<file path="src/hdl/gtg_pkg.sv">
// ----------------------------------------------------------------------------
// gtg_pkg
// Shared types and tables for the go-to-goal velocity controller.
// ----------------------------------------------------------------------------
package gtg_pkg;

  // Register indexes on the configuration port
  localparam int unsigned REG_INDEX_W = 3;
  localparam logic [REG_INDEX_W-1:0] REG_LINEAR_GAIN      = 3'd0;
  localparam logic [REG_INDEX_W-1:0] REG_ANGULAR_GAIN     = 3'd1;
  localparam logic [REG_INDEX_W-1:0] REG_LINEAR_LIMIT     = 3'd2;
  localparam logic [REG_INDEX_W-1:0] REG_ANGULAR_LIMIT    = 3'd3;
  localparam logic [REG_INDEX_W-1:0] REG_ARRIVAL_DISTANCE = 3'd4;

  // atan(2^-i) in units of 2^-32 turn
  localparam int unsigned ATAN_DEPTH = 32;
  localparam logic [31:0] ATAN_TURN [ATAN_DEPTH] = '{
    32'h20000000, 32'h12E4051E, 32'h09FB385B, 32'h051111D4,
    32'h028B0D43, 32'h0145D7E1, 32'h00A2F61E, 32'h00517C55,
    32'h0028BE53, 32'h00145F2F, 32'h000A2F98, 32'h000517CC,
    32'h00028BE6, 32'h000145F3, 32'h0000A2FA, 32'h0000517D,
    32'h000028BE, 32'h0000145F, 32'h00000A30, 32'h00000518,
    32'h0000028C, 32'h00000146, 32'h000000A3, 32'h00000051,
    32'h00000029, 32'h00000014, 32'h0000000A, 32'h00000005,
    32'h00000003, 32'h00000001, 32'h00000001, 32'h00000000
  };

  // Vector in flight through the rotator
  typedef struct packed {
    logic signed [31:0] x;
    logic signed [31:0] y;
    logic [31:0]        z;
    logic [15:0]        heading;
    logic               zero;     // goal at pose
  } vec_t;

  typedef struct packed {
    logic [15:0] linear_gain;
    logic [15:0] angular_gain;
    logic [30:0] linear_limit;
    logic [30:0] angular_limit;
    logic [23:0] arrival_distance;
  } cfg_t;

endpackage

</file>
<file path="src/hdl/gtg_prep.sv">
// ----------------------------------------------------------------------------
// gtg_prep
// Input stage: error vector, guard bits and half-plane fold.
// ----------------------------------------------------------------------------
module gtg_prep (
  input  logic               clk,
  input  logic               rst,
  input  logic               in_valid,
  output logic               in_ready,
  input  logic signed [23:0] pose_x,
  input  logic signed [23:0] pose_y,
  input  logic signed [15:0] heading,
  input  logic signed [23:0] target_x,
  input  logic signed [23:0] target_y,
  output logic               out_valid,
  input  logic               out_ready,
  output gtg_pkg::vec_t      out_vec
);

  localparam logic [31:0] HALF_TURN = 32'h8000_0000;

  logic signed [24:0] dx;
  logic signed [24:0] dy;
  logic signed [31:0] x_ext;
  logic signed [31:0] y_ext;
  logic               fold;
  gtg_pkg::vec_t      vec_next;
  logic               vld;

  assign dx    = {target_x[23], target_x} - {pose_x[23], pose_x};
  assign dy    = {target_y[23], target_y} - {pose_y[23], pose_y};
  assign x_ext = {{3{dx[24]}}, dx, 4'b0000};
  assign y_ext = {{3{dy[24]}}, dy, 4'b0000};
  assign fold  = dx[24];

  // left half-plane: negate and start half a turn around
  always_comb begin
    vec_next.x       = fold ? -x_ext : x_ext;
    vec_next.y       = fold ? -y_ext : y_ext;
    vec_next.z       = fold ? HALF_TURN : 32'h0;
    vec_next.heading = heading;
    vec_next.zero    = (dx == 25'sd0) && (dy == 25'sd0);
  end

  assign in_ready  = !vld || out_ready;
  assign out_valid = vld;

  always_ff @(posedge clk) begin
    if (rst) begin
      vld <= 1'b0;
    end else if (in_ready) begin
      vld <= in_valid;
    end
    if (in_ready && in_valid) begin
      out_vec <= vec_next;
    end
  end

endmodule

</file>
<file path="config.mk">
export PLATFORM = sky130hd
export DESIGN_NAME = gtg_prep
export DESIGN_NICKNAME = d
export VERILOG_FILES = /design/src/hdl/gtg_pkg.sv /design/src/hdl/gtg_prep.sv
export SDC_FILE = /design/constraint.sdc
export NUM_CORES = 1
export LEC_CHECK = 0
export BUFFER_PORTS_ARGS = -buffer_cell sky130_fd_sc_hd__buf_2
export CORE_ASPECT_RATIO = 1.25
export CORE_UTILIZATION = 45
export DETAILED_ROUTE_END_ITERATION = 8
export PLACE_DENSITY = 0.73
export SETUP_SLACK_MARGIN = 0.1
export SYNTH_ARGS = -nofsm -noshare
export SYNTH_HDL_FRONTEND = slang
export SYNTH_SLANG_ARGS = --single-unit
</file>
<file path="constraint.sdc">
create_clock -name clk -period 7.46 [get_ports clk]
set_clock_uncertainty 0.15 [all_clocks]
set_input_delay 1.492 -clock clk [delete_from_list [all_inputs] [get_ports clk]]
set_output_delay 1.492 -clock clk [all_outputs]
set_load 0.02 [all_outputs]
</file>
-- Yosys cells after proc, flatten, opt, wreduce, memory -nomap -nowiden
Cells that the tools add are included.
- register bits after elaboration: 114
- output and inout port bits: 115
- logic and storage cells: 21
- add/subtract/negate cells: 4
- multiplexer cells: 3
- reductions and logical operators: 6
- operator list (kind ; number):
    $mux 32 ; 2
    $neg 29->32 ; 2
    $logic_not 25->1 ; 2
    $sub 24x24->25 ; 2
    $mux 28 ; 1
    $logic_and 1x1->1 ; 2
    $logic_not 1->1 ; 1
    $logic_or 1x1->1 ; 1

-- Longest topological paths before layout
- depth in word-level cells: 3
- mapped depth: 14
- mapped depth without buffers: 13

-- Worst setup path before layout
No wires, ideal clock.
- kind: input-to-reg
- from: input target_x[0]
- to: register out_vec[0] (netlist bit) (data pin)
- data arrival time: 4616 ps
- data required time: 7142 ps
- path slack: 2526 ps
- stages on the path: 13
- path buffers: 1
- cell sequence: inv_1 > ha_1 > fa_1 > nand2b_1 > a21bo_2 > nand2_1 > a311oi_1 > or2_1 > or4_1 > buf_2 > or3b_1 > or4b_4 > nor4b_4
- RTL lines (what ; RTL line ; RTL):
    start: declaration ; gtg_prep.sv:13 ; input logic signed [23:0] target_x,
    end signal: assignment ; gtg_prep.sv:55 ; out_vec <= vec_next;
    end: declaration ; gtg_prep.sv:17 ; output gtg_pkg::vec_t out_vec

==> results.toml <==
[critical_path]
path_class = "in -> reg"
critPathArrivalTime_ns = 5.26
required_ns = 7.47
path_max_fanout = 6
cp-start-kind = "primary input"
worstSetupEndpointType = "register"

[clock_tree]
clk_path_buf_depth = 2
clk_latency_ns = 0.33
cts_buffers = 9
cts-htree-levels = 3
cts_tree = "yes"
post_cts_resized = 0
clock_sinks = 75
postCtsHoldBufs = 0
cts_root_buf = "clkbuf_16"
post_cts_buffers = 0
clkTransAtPathRegs_ns = 0.06

[drt]
viasPerCell = 5.32
wirelength_um = 15100
drt_iter0_drc = 274
vias = 5908
wl_per_cell_um = 13.6
drt_pass1_iterations = 6
drc = 37
ant_nets = 0

[sta]
hold_viol = 0
post-route-min-period_ns = 5.24
rsz0062_at_grt = "no"
setup_violations = 0
setup_tns_ns = 0
maxSlewHeadroom_pct = 35.5
slew_violations = 0
worst_slack_ns = 2.22
fmax_mhz = 191
fin_crit_sh_pct = 70.3
tightestPinTransition_ns = 0.968

[yosys]
synth-seq-cells = 75
synthArstFlopShare_pct = 0
synth.distinct_cells = 81
synth_area_um2 = 6700
synth_area_per_cell_um2 = 8.97
yosysSeqAreaShare_pct = 33.5
yosysWarningCount = 0
synth_flop_cell = "edfxtp_1"
synth_edf_count = 74
synthCells = 747

[final_layout]
finalNetCount = 1096
multiInputGateArea_um2 = 3970
antennaDiodeCount = 0
area_delta_synth_final_pct = 18.4
stdcell_count = 1111
regArea_um2 = 2240
drive_gt1_share_pct = 25.1
fillers = 1369

[floorplanning]
die_y_um = 138
start_util_pct = 46.3
core-area_um2 = 14500
fp.dieW_um = 111
core.rowCount = 49
dieArea_um2 = 15400
num_io_pins = 231

[global_routing]
antenna_found_initial = 0
grt.overflow.total = 0
grt_max_degree = 75
grt_pass1_wl_um = 24200
grt_pass1_vias = 5276
gr-usage-all-layers_pct = 19.3

[place]
dpl.cell_count = 1095
gp_congestion = 0.905
io_buffers = 191
pre_cts_ws_ns = 1.96
dp_hpwl_um = 12100

[power_and_ir_drop]
powerDensity_nw_per_um2 = 208
irDropWorstVdd_mv = 0.0908
p_leak_uw = 0.00364

[job]
cap_violations = 0

[status]
outcome = "finished, violations left"
violations = "DRC"

[min_path]
hp-class = "reg -> reg"
layer usage:
layer	GRT usage [%]	share of wire, %
met5	0	0
met4	5.83	1.4
met3	3.42	6.0
met1	23.5	44
met2	34.6	49
worst paths after layout:
check,start,end,slack [ns],cells past startpoint
setup / recovery,pose_y[0],out_vec[0],2.22,12
hold / removal,out_valid,out_valid,0.40,2
setup reg to reg,out_valid,out_vec[60],5.67,2
hold reg to reg,out_valid,out_valid,0.40,2
critical path, cell delays in order:
cell	delay, ns
buf_2	0.10
ha_1	0.22
fa_1	0.40
nand2b_1	0.18
a211oi_1	0.47
o2111ai_1	0.24
o21ai_1	0.31
mux2i_1	0.15
or3_1	0.40
nor4_1	0.79
nand2_1	0.21
nor4b_4	0.29
layout by cell type, fill, tap and decap left out, types with 3 or more instances in the layout:
master     synthesis  layout
a211oi_1          12      12
a21o_1             7       7
a21oi_1           53      53
a221oi_1           4       4
a311oi_1           3       3
a31oi_1            5       4
and2_1            10       9
and2_2             3       3
and3_1             9       9
and4_1             3       3
buf_2              1     191
clkbuf_16          0       9
conb_1             1      42
edfxtp_1          74      74
ha_1              50      50
inv_1             59      59
nand2_1           70      70
nand2b_1          12      12
nand3_1            9       9
nand4_1           11      11
nor2_1            45      45
nor2b_1            6       6
nor3_1            14      14
o2111ai_1          5       5
o211a_1            3       3
o211ai_1           5       5
o21a_1             5       5
o21ai_0           44      44
o21bai_1           4       4
o221ai_1           3       3
o31ai_1           11      11
or3_1             10      10
or4_1              3       3
xnor2_1           41      41
xor2_1            34      34
stage by stage:
stage	hold slack, ns	total power (uW)	utilization [%]	instance area, um2
after floorplan	0.579	1060	-	6850
after global placement	0.353	1200	52.7	7620
after detailed placement	0.399	1210	52.7	7620
after CTS	0.411	1660	54.8	7930
after global routing	0.440	1740	54.8	7930
final	0.401	1650	54.8	7930
registers in the layout (all words and copies together) (netlist names):
register,cells
out_vec,74
out_valid,1
synthesized netlist by cell type (5+ instances only):
cell | instances | area, um2
xnor2_1 | 41 | 359
o21a_1 | 5 | 37.5
o211ai_1 | 5 | 37.5
nand2b_1 | 12 | 75.1
nor2_1 | 45 | 169
and2_1 | 10 | 62.6
buf_4 | 39 | 293
a31oi_1 | 5 | 31.3
o21ai_0 | 44 | 220
a211oi_1 | 12 | 90.1
nor3_1 | 14 | 70.1
xor2_1 | 34 | 298
clkbuf_1 | 17 | 63.8
a21o_1 | 7 | 52.6
inv_1 | 59 | 221
nand2_1 | 70 | 263
and3_1 | 9 | 56.3
nand3_1 | 9 | 45.0
or3_1 | 10 | 62.6
o31ai_1 | 11 | 82.6
a21oi_1 | 53 | 265
o2111ai_1 | 5 | 43.8
nand4_1 | 11 | 68.8
nor2b_1 | 6 | 37.5
ha_1 | 50 | 626
edfxtp_1 | 74 | 2220
layout make-up:
class / count / area share (%)
clock buffers: 10 / 3.01
clock inverters: 6 / 0.899
inverters: 60 / 2.84
multi-input cells: 590 / 50.0
flip-flops and latches: 75 / 28.3
well taps: 178 / 2.81
repair buffers: 192 / 12.1
logic make-up (layout without fill, tap and decap cells):
logic type / Yosys count / count (layout) / share of synthesized area, %
xor gates and xnor gates: 75 / 75 / 9.81
buffers and inverters: 123 / 268 / 9.73
other: 1 / 42 / 0.0560
adders and majority gates: 52 / 52 / 9.94
AOI/OAI and AO/OA: 190 / 190 / 18.7
DFF: 75 / 75 / 33.5
muxes: 3 / 3 / 0.467
and+or+nand+nor: 228 / 228 / 17.9
power by group:
part	total (uW)	switching (uW)	internal, uW	leakage [uW]
sequential	576	21.7	554	0.000725
combinational	629	393	236	0.00277
clock	447	176	271	0.000146
total	1650	590	1060	0.00364
Note: power is estimated with default switching activity, not from simulation.
