## config.mk

```make
export PLATFORM = sky130hd
export DESIGN_NAME = gtg_post
export DESIGN_NICKNAME = d
export VERILOG_FILES = /design/src/hdl/gtg_pkg.sv /design/src/hdl/gtg_post.sv
export SDC_FILE = /design/constraint.sdc
export NUM_CORES = 2
export LEC_CHECK = 0
export ABC_AREA = 1
export BUFFER_PORTS_ARGS = -buffer_cell sky130_fd_sc_hd__buf_2
export CAP_MARGIN = 20
export CELL_PAD_IN_SITES_DETAIL_PLACEMENT = 0
export CELL_PAD_IN_SITES_GLOBAL_PLACEMENT = 1
export CORE_MARGIN = 8
export CORE_UTILIZATION = 40
export DETAILED_ROUTE_END_ITERATION = 10
export PLACE_DENSITY = 0.75
export SKIP_LAST_GASP = 1
export SLEW_MARGIN = 40
export SYNTH_ARGS = -nofsm -noshare
export SYNTH_HDL_FRONTEND = slang
export SYNTH_SLANG_ARGS = --single-unit
```

## constraint.sdc

```tcl
create_clock -name clk -period 8.45 [get_ports clk]
set_input_delay 0 -clock clk [delete_from_list [all_inputs] [get_ports clk]]
set_output_delay 0 -clock clk [all_outputs]
set_load 0.005 [all_outputs]
```

## src/hdl/gtg_pkg.sv

```systemverilog
// ----------------------------------------------------------------------------
// gtg_pkg
// Shared types and tables for the go-to-goal velocity controller.
// ----------------------------------------------------------------------------
package gtg_pkg;

  // Register indexes on the configuration port
  localparam int unsigned REG_INDEX_W = 3;
  localparam logic [REG_INDEX_W-1:0] REG_LINEAR_GAIN      = 3'd0;
  localparam logic [REG_INDEX_W-1:0] REG_ANGULAR_GAIN     = 3'd1;
  localparam logic [REG_INDEX_W-1:0] REG_LINEAR_LIMIT     = 3'd2;
  localparam logic [REG_INDEX_W-1:0] REG_ANGULAR_LIMIT    = 3'd3;
  localparam logic [REG_INDEX_W-1:0] REG_ARRIVAL_DISTANCE = 3'd4;

  // atan(2^-i) in units of 2^-32 turn
  localparam int unsigned ATAN_DEPTH = 32;
  localparam logic [31:0] ATAN_TURN [ATAN_DEPTH] = '{
    32'h20000000, 32'h12E4051E, 32'h09FB385B, 32'h051111D4,
    32'h028B0D43, 32'h0145D7E1, 32'h00A2F61E, 32'h00517C55,
    32'h0028BE53, 32'h00145F2F, 32'h000A2F98, 32'h000517CC,
    32'h00028BE6, 32'h000145F3, 32'h0000A2FA, 32'h0000517D,
    32'h000028BE, 32'h0000145F, 32'h00000A30, 32'h00000518,
    32'h0000028C, 32'h00000146, 32'h000000A3, 32'h00000051,
    32'h00000029, 32'h00000014, 32'h0000000A, 32'h00000005,
    32'h00000003, 32'h00000001, 32'h00000001, 32'h00000000
  };

  // Vector in flight through the rotator
  typedef struct packed {
    logic signed [31:0] x;
    logic signed [31:0] y;
    logic [31:0]        z;
    logic [15:0]        heading;
    logic               zero;     // goal at pose
  } vec_t;

  typedef struct packed {
    logic [15:0] linear_gain;
    logic [15:0] angular_gain;
    logic [30:0] linear_limit;
    logic [30:0] angular_limit;
    logic [23:0] arrival_distance;
  } cfg_t;

endpackage

```

## src/hdl/gtg_post.sv

```systemverilog
// ----------------------------------------------------------------------------
// gtg_post
// Gain removal, heading error, gain products and saturation (four stages).
// ----------------------------------------------------------------------------
module gtg_post (
  input  logic               clk,
  input  logic               rst,
  input  logic               in_valid,
  output logic               in_ready,
  input  gtg_pkg::vec_t      in_vec,
  input  gtg_pkg::cfg_t      cfg,
  output logic               out_valid,
  input  logic               out_ready,
  output logic signed [31:0] linear_velocity,
  output logic signed [31:0] angular_velocity,
  output logic               goal_reached
);

  localparam logic [31:0] INV_GAIN_Q32 = 32'h9B74EDA8;  // 1/K, K the CORDIC gain
  localparam logic [31:0] TWO_PI_Q29   = 32'hC90FDAA2;
  localparam logic [62:0] DIST_ROUND   = 63'd1 << 35;
  localparam logic [63:0] RAD_ROUND    = 64'd1 << 40;
  localparam logic [41:0] LIN_ROUND    = 42'd128;
  localparam logic [37:0] ANG_ROUND    = 38'd2048;

  logic [3:0] vld;
  logic [4:0] rdy;

  assign rdy[4]    = out_ready;
  assign in_ready  = rdy[0];
  assign out_valid = vld[3];

  for (genvar k = 0; k < 4; k++) begin : g_rdy
    assign rdy[k] = !vld[k] || rdy[k+1];
  end

  // stage 1: distance product, wrapped heading error
  logic [62:0] dist_sum;
  logic [31:0] z_eff;
  logic [31:0] err;
  logic [25:0] dist1;
  logic [31:0] mag1;
  logic        neg1;

  assign dist_sum = 63'(in_vec.x[30:0]) * 63'(INV_GAIN_Q32) + DIST_ROUND;
  assign z_eff    = in_vec.zero ? 32'h0 : in_vec.z;
  assign err      = z_eff - {in_vec.heading, 16'h0000};

  // stage 2: radians in Q20
  logic [63:0] rad_sum;
  logic [25:0] dist2;
  logic [21:0] rad2;
  logic        neg2;

  assign rad_sum = 64'(mag1) * 64'(TWO_PI_Q29) + RAD_ROUND;

  // stage 3: gain products
  logic [41:0] lin_sum;
  logic [37:0] ang_sum;
  logic [33:0] lin3;
  logic [25:0] ang3;
  logic        neg3;
  logic        goal3;

  assign lin_sum = 42'(dist2) * 42'(cfg.linear_gain) + LIN_ROUND;
  assign ang_sum = 38'(rad2) * 38'(cfg.angular_gain) + ANG_ROUND;

  // stage 4: saturation
  logic [30:0] lin_sat;
  logic [30:0] ang_sat;

  assign lin_sat = (lin3 > {3'b000, cfg.linear_limit}) ? cfg.linear_limit : lin3[30:0];
  assign ang_sat = ({5'b00000, ang3} > cfg.angular_limit) ? cfg.angular_limit
                                                           : {5'b00000, ang3};

  always_ff @(posedge clk) begin
    if (rst) begin
      vld <= '0;
    end else begin
      if (rdy[0]) vld[0] <= in_valid;
      if (rdy[1]) vld[1] <= vld[0];
      if (rdy[2]) vld[2] <= vld[1];
      if (rdy[3]) vld[3] <= vld[2];
    end

    if (rdy[0] && in_valid) begin
      dist1 <= in_vec.zero ? 26'd0 : dist_sum[61:36];
      neg1  <= err[31];
      mag1  <= err[31] ? (~err + 32'd1) : err;
    end
    if (rdy[1] && vld[0]) begin
      dist2 <= dist1;
      rad2  <= rad_sum[62:41];
      neg2  <= neg1;
    end
    if (rdy[2] && vld[1]) begin
      lin3  <= lin_sum[41:8];
      ang3  <= ang_sum[37:12];
      neg3  <= neg2;
      goal3 <= dist2 < {2'b00, cfg.arrival_distance};
    end
    if (rdy[3] && vld[2]) begin
      linear_velocity  <= {1'b0, lin_sat};
      angular_velocity <= neg3 ? -$signed({1'b0, ang_sat}) : $signed({1'b0, ang_sat});
      goal_reached     <= goal3;
    end
  end

endmodule

```

# Yosys cells after proc, flatten, opt, wreduce, memory -nomap -nowiden

Index checks and enable logic that the tools add are counted.

Flip-flop bits (word level): 238
Output and inout port bits: 67
Logic and storage cells: 51
Input port bits: 235

Add/sub/neg operators: 7
Multiply operators: 4
Reductions and logical operators: 12
Muxes and demuxes: 5
Bitwise gates (word level): 1
Magnitude comparators: 3

Operator list:

| cell                   | count |
|---|---|
| $mux 31                | 4 |
| $add 63x41->63 const B | 1 |
| $add 62x36->62 const B | 1 |
| $mul 32x31->62 const B | 1 |
| $mul 31x29->59 const B | 1 |
| $add 42x8->42 const B  | 1 |
| $mul 26x16->42         | 1 |
| $add 38x12->38 const B | 1 |
| $mul 22x16->38         | 1 |
| $gt 34x31->1           | 1 |
| $add 32x1->32 const B  | 1 |
| $mux 32                | 1 |
| $neg 31->32            | 1 |
| $not 32->32            | 1 |
| $sub 32x32->32         | 1 |
| $gt 26x31->1           | 1 |
| $lt 26x24->1           | 1 |
| $logic_and 1x1->1      | 4 |
| $logic_not 1->1        | 4 |
| $logic_or 1x1->1       | 4 |

# Depth between registers and ports, before layout

Depth in word-level cells: 6
Mapped depth: 37
Gate-level depth less buffers: 37

# Worst setup path before layout

Ideal clock, no wire load.

Path type: flip-flop to flip-flop
Start: reg mag1[8]
End: reg rad2[17], data pin
Arrival: 6.438 ns
Cell stages (with the launch flop): 30
Setup time: 0.257 ns
Data required time: 8.193 ns
Path buffers: 0
Slack: 1.755 ns
Period minus slack after synthesis: 6.695 ns
Cells stage by stage: edfxtp_1 > ha_1 > inv_1 > fa_1 > inv_1 > fa_1 > inv_1 > fa_1 > inv_1 > fa_1 > fa_1 > fa_1 > ha_1 > ha_1 > nand2_1 > nor2_1 > inv_1 > nor2_1 > nand2_1 > nand3_1 > inv_1 > nand2_1 > nand2_1 > nand2_1 > ha_1 > nand3_1 > nor2_2 > nand3_2 > nor3_1 > nor2_1

Longest elaborated chain between the ends: 2

Ends and longest elaborated chain:

| element                | line           | RTL |
|---|---|---|
| start, declared        | gtg_post.sv:42 | `logic [31:0] mag1;` |
| start signal, assigned | gtg_post.sv:89 | `mag1 <= err[31] ? (~err + 32'd1) : err;` |
| $mul 32x31->62         | gtg_post.sv:55 | `assign rad_sum = 64'(mag1) * 64'(TWO_PI_Q29) + RAD_ROUND;` |
| $add 63x41->63         | gtg_post.sv:55 |  |
| named net rad_sum[58]  | gtg_post.sv:50 | `logic [63:0] rad_sum;` |
| end signal, assigned   | gtg_post.sv:93 | `rad2 <= rad_sum[62:41];` |
| end, declared          | gtg_post.sv:52 | `logic [21:0] rad2;` |

The timed path passes the listed nets, and every way through them passes these cells.
A chain may end at the register's enable or synchronous reset.

# Worst setup path after layout

Start: reg mag1[9]
End: reg rad2[17], data pin

Same word-level chain as after synthesis.

==> metrics.log <==
INFO  metric run_status = complete, no violations
INFO  metric worst_clock_skew = 36.5 ps
INFO  metric muxShareOfSynthArea = 0%
INFO  metric synth_top_family_by_area = adder cells
INFO  metric max-slew-margin-rel = roughly two fifths
INFO  metric area_fraction_in_compound_gates_after_synthesis = 3.92%
INFO  metric fp.dieH = ~450 um
INFO  metric clk_pin_slew = roughly 80 ps
INFO  metric synth_enable_flop_cells = 234
INFO  metric detail_route.vias_per_cell = around 4.8
INFO  metric finalWorstPathRequiredPeriod = about 7700 ps
INFO  metric hold_class = in -> reg
INFO  metric pin_count_of_the_biggest_net_entering_global_routing = 65
INFO  metric crit_path_top_delay_cell = sky130_fd_sc_hd__fa_1
INFO  metric final.period_utilization = approximately nine tenths
INFO  metric cts_made_buffers = 29
INFO  metric fin_setup_tns = 0 ps
INFO  metric tritoncts = yes
INFO  metric synth_area_per_cell = about 8.1 um^2
INFO  metric initial_core_util = about two fifths
INFO  metric critical_path_required = approximately 8800 ps
INFO  metric fp.dieW = 454 um
INFO  metric fillerInstances = roughly 19000
INFO  metric timing_hold_violations_final = 0
INFO  metric place_congestion = ~0.97
INFO  metric die-area = about 210000 um^2
INFO  metric port_buffers = between 200 and 300
INFO  metric areaGrowthSynthToFinish = 7.52%
INFO  metric multi_input_gate_area = about 58000 um^2
INFO  metric wl = 218000 um
INFO  metric cts_max_path_buffers = 3
INFO  metric yosys.area_share.xor_xnor = under 10%
INFO  metric firstDrtPassIters = 7
INFO  metric drive_gt1_share = under 10%
INFO  metric cts_post_setup_buffers_inserted = 0
INFO  metric globalRoute.totalOverflow = 0
INFO  metric setup.worst_path.start_class = register
INFO  metric drv_cap = 0
INFO  metric area.sequential = 7110 um^2
INFO  metric ios = roughly 300
INFO  metric finalNetCount = approximately 12000
INFO  metric place.detailed.hpwl = approximately 190000 um
INFO  metric max_slew.worst_pin.slew = between 800 and 900 ps
INFO  metric clock-sinks = 238
INFO  metric crit_path_arrival_time = roughly 8000 ps
INFO  metric critPathCaptureType = register
INFO  metric async_flop_share = 0%
INFO  metric slew_viol_final = 0
INFO  metric layout_common_cells = sky130_fd_sc_hd__inv_1, sky130_fd_sc_hd__nand2_1, sky130_fd_sc_hd__fa_1, sky130_fd_sc_hd__ha_1, sky130_fd_sc_hd__nor2_1
INFO  metric critical_path_peak_fanout = 8
INFO  metric report.final.setup_viol = 0
INFO  metric post_synthesis_share_of_cell_area_spent_on_and_or_nand_and_nor_gates = between 10% and 20%
INFO  metric max_freq = 131 MHz
INFO  metric remaining_drc_errors = 0
INFO  metric netlist_instances = roughly 9500
INFO  metric synth_ff_type = sky130_fd_sc_hd__edfxtp_1
INFO  metric row_count = between 150 and 200
INFO  metric yosys.area_share.adder = roughly 54%
INFO  metric synth-seq-cells = around 240
INFO  metric crit_type = reg -> reg
INFO  metric unrepaired_setup_endpoints_after_global_routing = false
INFO  metric layout.cells.most_common = sky130_fd_sc_hd__inv_1
INFO  metric worstRegToRegCells = 28
INFO  metric wl_per_cell = 17.8 um
INFO  metric groute.usage.overall = between 20% and 30%
INFO  metric core = 192000 um^2
INFO  metric synthesis.nets = 12200
INFO  metric max_stage_delay = 670 ps
INFO  metric hold_path_depth = 5
INFO  metric syn_area = around 77000 um^2
INFO  metric drt_iter0_markers = approximately 3200
INFO  metric vias = between 50000 and 60000
INFO  metric grt_pass1_vias = 62600
INFO  metric number_of_levels_in_the_clock_h_tree = 1
INFO  metric synth-warning-count = 0
INFO  metric synth_sequential_area_ratio = 9.25%
INFO  metric clock-root-buffer = sky130_fd_sc_hd__clkbuf_16
INFO  metric drtAntennaViolNets = 0
INFO  metric worstSkewPairLatency = 640 ps
INFO  metric antenna_found_initial = 4
INFO  metric ys_types = between 50 and 60
INFO  metric wire_length_of_the_first_global_routing_pass = approximately 340000 um
-- cell families after synthesis --
kind of cell / Yosys count
buffers and inverters: 3043
other: 1
xor gates and xnor gates: 147
AOI/OAI and AO/OA: 545
DFF: 238
adders and majority gates: 2467
and+or+nand+nor: 3068
-- layout make-up --
| cell class | instances | share of cell area, % |
|---|---|---|
| diodes | 3 | 0.00909 |
| clock buffers | 32 | 0.892 |
| clock inverters | 22 | 0.297 |
| inverters | 2837 | 12.9 |
| multi-input cells | 6228 | 70.5 |
| flip-flops and latches | 238 | 8.61 |
| well taps | 2526 | 3.83 |
| repair buffers | 381 | 2.95 |
-- registers in the layout, summed over array words and instances, names as in the netlist, 4 cells and up --
| name | cells |
|---|---|
| dist2 | 26 |
| rad2 | 22 |
| mag1 | 32 |
| angular_velocity | 32 |
| lin3 | 34 |
| ang3 | 26 |
| vld | 4 |
| dist1 | 26 |
| linear_velocity | 31 |
-- path summary, 6_finish.rpt --
check	endpoint	from	slack, ps
min reg2reg	dist2[20]$_DFFE_PP_	dist1[20]$_SDFFCE_PP0P_	420
max	rad2[17]$_DFFE_PP_	mag1[9]$_DFFE_PP_	790
min	angular_velocity[21]$_DFFE_PP_	cfg[45]	50
max reg2reg	rad2[17]$_DFFE_PP_	mag1[9]$_DFFE_PP_	790
-- routing by layer --
layer / global-route usage, % / wire (um) / up-vias / share of wire [%]
met4: 7.86 / 9550 / 0 / 4.4
met5: 0 / 0 / - / 0
met3: 1.50 / 8920 / 352 / 4.1
met2: 36.9 / 105000 / 1425 / 48
met1: 27.4 / 94700 / 28600 / 44
li1: - / - / 28400 / -
-- critical path: cells and delay by family (launching register included) --
| family | cells | cell delay (ps) |
|---|---|---|
| buffers and inverters | 5 | 590 |
| adder cells (fa/ha/maj) | 9 | 4030 |
| AND/OR/NAND/NOR | 14 | 2120 |
| flip-flops | 1 | 630 |
-- synthesized netlist by cell type (24+ instances only) --
master / number / area [um^2]
sky130_fd_sc_hd__a21oi_1: 273 / 1370
sky130_fd_sc_hd__a31oi_1: 25 / 156
sky130_fd_sc_hd__clkbuf_1: 182 / 683
sky130_fd_sc_hd__edfxtp_1: 234 / 7030
sky130_fd_sc_hd__fa_1: 1412 / 28300
sky130_fd_sc_hd__ha_1: 1055 / 13200
sky130_fd_sc_hd__inv_1: 2817 / 10600
sky130_fd_sc_hd__nand2_1: 2175 / 8160
sky130_fd_sc_hd__nand2_2: 24 / 150
sky130_fd_sc_hd__nand3_1: 214 / 1070
sky130_fd_sc_hd__nand4_1: 77 / 482
sky130_fd_sc_hd__nor2_1: 453 / 1700
sky130_fd_sc_hd__nor2_2: 39 / 244
sky130_fd_sc_hd__nor3_1: 38 / 190
sky130_fd_sc_hd__o21ai_0: 150 / 751
sky130_fd_sc_hd__xnor2_1: 52 / 455
sky130_fd_sc_hd__xor2_1: 95 / 832
-- metrics by stage --
step	hold WS [ps]	std cells	cell area (um^2)	util [%]	setup WS, ps
4_1_cts	42.3	12300	82500	43.1	787
6_report	55.0	12300	82600	43.1	794
5_1_grt	88.6	12300	82600	43.1	295
2_1_floorplan	69.1	9509	76800	-	1750
3_5_place_dp	221	12100	80800	42.2	808
3_3_place_gp	215	12100	80700	42.1	893
-- timing repair --
action                    CTS  global route
hold endpoints to repair   89             0
hold buffers               73             0
resized for setup           0             0
Power is not shown: default switching activity piles up to over one toggle a cycle in this logic, so the estimate is an artifact.
